<file path="config.mk">
export PLATFORM = sky130hd
export DESIGN_NAME = icr_ctrl
export DESIGN_NICKNAME = d
export VERILOG_FILES = /design/src/hw/rtl/icr_pkg.sv /design/src/hw/rtl/icr_ctrl.sv
export SDC_FILE = /design/constraint.sdc
export NUM_CORES = 1
export LEC_CHECK = 0
export BUFFER_PORTS_ARGS = -buffer_cell sky130_fd_sc_hd__clkbuf_2
export CELL_PAD_IN_SITES_DETAIL_PLACEMENT = 0
export CELL_PAD_IN_SITES_GLOBAL_PLACEMENT = 1
export CORE_MARGIN = 5
export CORE_UTILIZATION = 31
export DETAILED_ROUTE_END_ITERATION = 10
export GPL_TIMING_DRIVEN = 1
export PLACE_DENSITY = 0.81
export SETUP_SLACK_MARGIN = 0.05
export SYNTH_ARGS = -nofsm -noshare
export SYNTH_HDL_FRONTEND = slang
export SYNTH_SLANG_ARGS = --single-unit
</file>
<file path="constraint.sdc">
create_clock -name clk -period 3.67 [get_ports clk]
set_input_delay 0.367 -clock clk [delete_from_list [all_inputs] [get_ports clk]]
set_output_delay 0.367 -clock clk [all_outputs]
set_load 0.01 [all_outputs]
</file>
<file path="src/hw/rtl/icr_pkg.sv">
// Shared types and constants for the incidence covariance row block.
package icr_pkg;
  localparam int MaxTimes = 64;
  localparam int IdxW = $clog2(MaxTimes);
  localparam int CntW = IdxW + 1;
  localparam int ValW = 48;
  localparam int CifW = 17;

  localparam logic signed [ValW-1:0] SatMax = {1'b0, {(ValW-1){1'b1}}};
  localparam logic signed [ValW-1:0] SatMin = {1'b1, {(ValW-1){1'b0}}};

  localparam logic [1:0] KindCause = 2'd1;
  localparam logic [1:0] KindCompeting = 2'd2;

  typedef enum logic [3:0] {
    ST_IDLE, ST_DIV, ST_MUL1, ST_MUL2, ST_MUL3, ST_ACC, ST_ROW_RD, ST_ROW_M1,
    ST_ROW_M2, ST_ROW_OUT
  } icr_state_t;

  typedef struct packed {
    logic load;
    logic div_start;
    logic mul1;
    logic mul2;
    logic mul3;
    logic acc;
    logic row_start;
    logic row_rd;
    logic row_m1;
    logic row_m2;
    logic out_load;
  } icr_cmd_t;

  typedef struct packed {
    logic full;
    logic contrib;
    logic div_done;
    logic row_last;
  } icr_sts_t;

  function automatic logic signed [ValW-1:0] sat48(input logic signed [ValW+1:0] v);
    if (v > $signed({2'b00, SatMax})) return SatMax;
    if (v < $signed({2'b11, SatMin})) return SatMin;
    return v[ValW-1:0];
  endfunction
endpackage

</file>
<file path="src/hw/rtl/icr_ctrl.sv">
// Controller state machine sequencing update, store and row emission.
module icr_ctrl
  import icr_pkg::*;
(
  input  logic       clk,
  input  logic       rst_n,
  input  logic       in_valid,
  output logic       in_ready,
  input  logic       out_valid,
  input  logic       out_ready,
  input  icr_sts_t   sts,
  output icr_cmd_t   cmd
);
  icr_state_t state_r, state_nxt;
  logic out_free;

  assign out_free = !out_valid || out_ready;

  always_ff @(posedge clk) begin
    if (!rst_n) state_r <= ST_IDLE;
    else state_r <= state_nxt;
  end

  always_comb begin
    state_nxt = state_r;
    unique case (state_r)
      ST_IDLE:    if (in_valid) state_nxt = ST_DIV;
      ST_DIV: begin
        if (sts.full) state_nxt = ST_IDLE;
        else if (!sts.contrib) state_nxt = ST_ACC;
        else if (sts.div_done) state_nxt = ST_MUL1;
      end
      ST_MUL1:    state_nxt = ST_MUL2;
      ST_MUL2:    state_nxt = ST_MUL3;
      ST_MUL3:    state_nxt = ST_ACC;
      ST_ACC:     state_nxt = ST_ROW_RD;
      ST_ROW_RD:  state_nxt = ST_ROW_M1;
      ST_ROW_M1:  state_nxt = ST_ROW_M2;
      ST_ROW_M2:  state_nxt = ST_ROW_OUT;
      ST_ROW_OUT: begin
        if (out_free) state_nxt = sts.row_last ? ST_IDLE : ST_ROW_RD;
      end
      default:    state_nxt = ST_IDLE;
    endcase
  end

  always_comb begin
    cmd = '0;
    in_ready = 1'b0;
    unique case (state_r)
      ST_IDLE: begin
        in_ready = 1'b1;
        cmd.load = in_valid;
        cmd.div_start = in_valid;
      end
      ST_DIV:     cmd = '0;
      ST_MUL1:    cmd.mul1 = 1'b1;
      ST_MUL2:    cmd.mul2 = 1'b1;
      ST_MUL3:    cmd.mul3 = 1'b1;
      ST_ACC: begin
        cmd.acc = 1'b1;
        cmd.row_start = 1'b1;
      end
      ST_ROW_RD:  cmd.row_rd = 1'b1;
      ST_ROW_M1:  cmd.row_m1 = 1'b1;
      ST_ROW_M2:  cmd.row_m2 = 1'b1;
      ST_ROW_OUT: cmd.out_load = out_free;
      default:    cmd = '0;
    endcase
  end
endmodule

</file>
* Word level (Yosys, flattened, before mapping)
Index checks and enable logic that the tools add are counted.
Word-level totals: flip-flop bits (word level) 4, bits of input ports 9, output and inout bits 12, word-level logic and storage cells 34
Cells by class: equal/unequal tests 12, muxes and demuxes 17, reductions and logical operators 4
Operators by type and width (count):
- $pmux 4 s10 | 1
- $mux 4 | 5
- $eq 4x3->1 const B | 4
- $eq 4x2->1 const B | 2
- $eq 4x4->1 const B | 2
- $mux 1 | 8
- $eq 4x1->1 const B | 1
- $logic_not 4->1 | 1
- $mux 2 | 2
- $ne 2x2->1 const B | 2
- $ne 4x4->1 const B | 1
- $mux 3 | 1
- $reduce_and 3->1 | 1
- $logic_not 1->1 | 1
- $logic_or 1x1->1 | 1

* Longest topological paths before layout
depth in word-level cells 4, depth in mapped cells 5, mapped depth without buffers 4

* Worst setup path before layout
OpenSTA, ideal clock, no wires.
path type register to output, start register state_r[1], end output port cmd[10] (netlist name), arrival 1.181 ns, slack 2.122 ns, cell stages (with the launch flop) 5, path through dfxtp_1 > buf_6 > nor4_4 > and2_1 > buf_4
RTL lines:
- start, declared | RTL line icr_ctrl.sv:14 | icr_state_t state_r, state_nxt;
- start signal, assigned | RTL line icr_ctrl.sv:21 | else state_r <= state_nxt;
- end, declared | RTL line icr_ctrl.sv:12 | output icr_cmd_t cmd

==> flow_summary.yaml <==
critical_path:
  crit_fanout: 12
  path_cells: "nor4b_1 > clkbuf_2"
  endpoint_kind: "primary output"
  cp.arrival_ns: 1.38
  reg2reg_from: "state_r[3]"
  critical_path.startpoint: "state_r[2]"
  cp_num_buf_inv: 1
  slowest_delay_ns: 0.57
  startpoint_type: "flip-flop"
  worst-r2r-cell-count: 4
  worstSetupPathType: "flip-flop to primary output"
  timing.rr.end: "state_r[1]"
  critical_path_required_ns: 3.30
  ff2ff_setup_slack_ns: 2.25
  crit_slowest_cell: "dfxtp_1"
  crit_end: "cmd[6]"
  crit_family: "flip-flops"
  cp.depth: 2
layout:
  regMostFlops: "state_r"
  n_antenna_cell: 0
  nets: 76
  final_cell_mix: "20 x clkbuf_2, 6 x nor2_1, 4 x dfxtp_1"
  fillers: 137
  areaGrowthSynthToFinish_pct: 20.0
  drive_gt1_frac: 0.477
  final_common_cell: "clkbuf_2"
  stdcell_count: 80
  top_regs: "state_r (4)"
  largest_register_ffs: 4
sta:
  relSlewSlack: 0.714
  fin_crit_ns: 1.74
  setup_slack_ns: 1.93
  grt_setup_unrepaired: "false"
  finalHoldViolations: 0
  fin_hold_ws_ns: 0.367
  slew_viol_final: 0
  finalSetupViolations: 0
  setup_tns_ns: 0
  worst_slew_pin_slew_ns: 0.429
  skew_ns: 0.00360
  post-route-period-util: 0.475
  max_freq_ghz: 0.574
yosys:
  synth_edf_count: 0
  yosysUniqueCellTypes: 29
  ys_async_sr_fraction: 0
  synthFlopType: "dfxtp_1"
  synth_seq_cells: 4
  syn-instance-count: 48
  netlist.area_leader.share: 0.197
  syn_area_um2: 407
  synth_area_leaders: "dfxtp_1 20%, buf_6 11%, nor2_1 5.5%"
  yosysTopAreaCell: "dfxtp_1"
  yosysWarningCount: 0
  synthesis.nets: 57
  synth_area_per_cell_um2: 8.47
  ys_seq_area_frac: 0.197
power_and_ir_drop:
  p_per_area_nw_per_um2: 292
  vdd_drop_max_mv: 0.109
  clkPwrFrac: 0.371
  p_int_uw: 102
  seqPwrFrac: 0.375
  p_switching_uw: 40.1
  leakage_uw: 0.000237
  swShare: 0.282
  combinationalPowerShare: 0.254
clock_tree:
  htree_num_levels: 1
  cts_root_buf: "clkbuf_4"
  cts_resized: 0
  cts_sinks: 4
  cts_tree: "done"
  cts_buffers: 3
  cts_setup_buffers: 0
  clk_latency_ns: 0.23
  clockBufferDepth: 2
  clk_pin_slew_ns: 0.04
  postCtsHoldBufs: 0
global_routing:
  grt_pass1_vias: 335
  track_usage: 0.0877
  grt_pass1_wl_um: 1390
  antenna_found_initial: 0
  grt_overflow_total: 0
  grt_max_degree: 13
placement:
  portBuffers: 20
  dp.cells: 77
  routabilityCongestion: 0.807
  dp_slack_ns: 2.16
  dpl.hpwl_um: 715
route:
  drt_iter0_markers: 9
  ant_nets: 0
  wl_per_cell_um: 11.1
  finalWirelength_um: 886
  dr.pass1.iters: 4
  routed_via_density: 4.85
  drc: 0
  num_vias: 388
flow_run:
  cap_violations: 0
die:
  start_util: 0.321
  ioPinCount: 21
  core_um2: 1270
  rows: 13
  die_area_um2: 2140
  die_w_um: 46.2
  die_h_um: 46.2
min_path:
  hold_start: "rst_n"
  min_path_type: "primary input to flip-flop"
outcome:
  run_status: "complete, no violations"
## final cells by class
type,count,area [um^2],area share
Clock buffer,3,22.5,0.0462
Inverter,3,11.3,0.0231
Multi-Input combinational cell,35,255,0.523
Sequential cell,4,80.1,0.164
Tap cell,15,18.8,0.0385
Timing Repair Buffer,20,100,0.205
## metrics by stage
stage	power, uW	utilization	instance area [um^2]
after floorplan	83.5	-	407
after global placement	90.9	0.367	465
after detailed placement	90.7	0.367	465
after CTS	145	0.385	488
after global routing	153	0.385	488
final	142	0.385	488
## logic make-up (layout without fill, tap and decap cells)
logic type / Yosys count / count (layout) / share of synthesized area
buf+inv: 9 / 26 / 0.175
compound gates: 10 / 10 / 0.172
simple gates: 25 / 25 / 0.455
flops: 4 / 4 / 0.197
## worst min-delay path by stage
stage | depth (start not counted) | slack (ns) | end
floorplan | 1 | 0.49 | state_r[0]
global placement | 2 | 0.61 | state_r[0]
detailed placement | 2 | 0.61 | state_r[0]
CTS | 2 | 0.37 | state_r[0]
global route | 2 | 0.37 | state_r[0]
finish | 2 | 0.37 | state_r[0]
## per-layer routing
metal  wire (um)  vias up  global-route usage
li1            -      206                   -
met1         407      163               0.131
met2         378       19               0.121
met3          99        0              0.0273
met4           0        0              0.0170
met5           0        -                   0
## synthesized netlist by cell type (2+ instances only)
cell,n
nor2_1,6
buf_4,2
and3_2,2
dfxtp_1,4
buf_6,4
nand2_1,3
inv_1,3
a21oi_1,3
## power groups by stage
stage          clock [uW]  sequential (uW)  combinational, uW
4_1_cts              55.2             53.3               36.9
2_1_floorplan           0             48.0               35.5
3_5_place_dp            0             53.9               36.8
5_1_grt              59.0             54.1               40.3
6_report             52.8             53.4               36.2
3_3_place_gp            0             54.0               36.9
(Power assumes the default switching activity.)
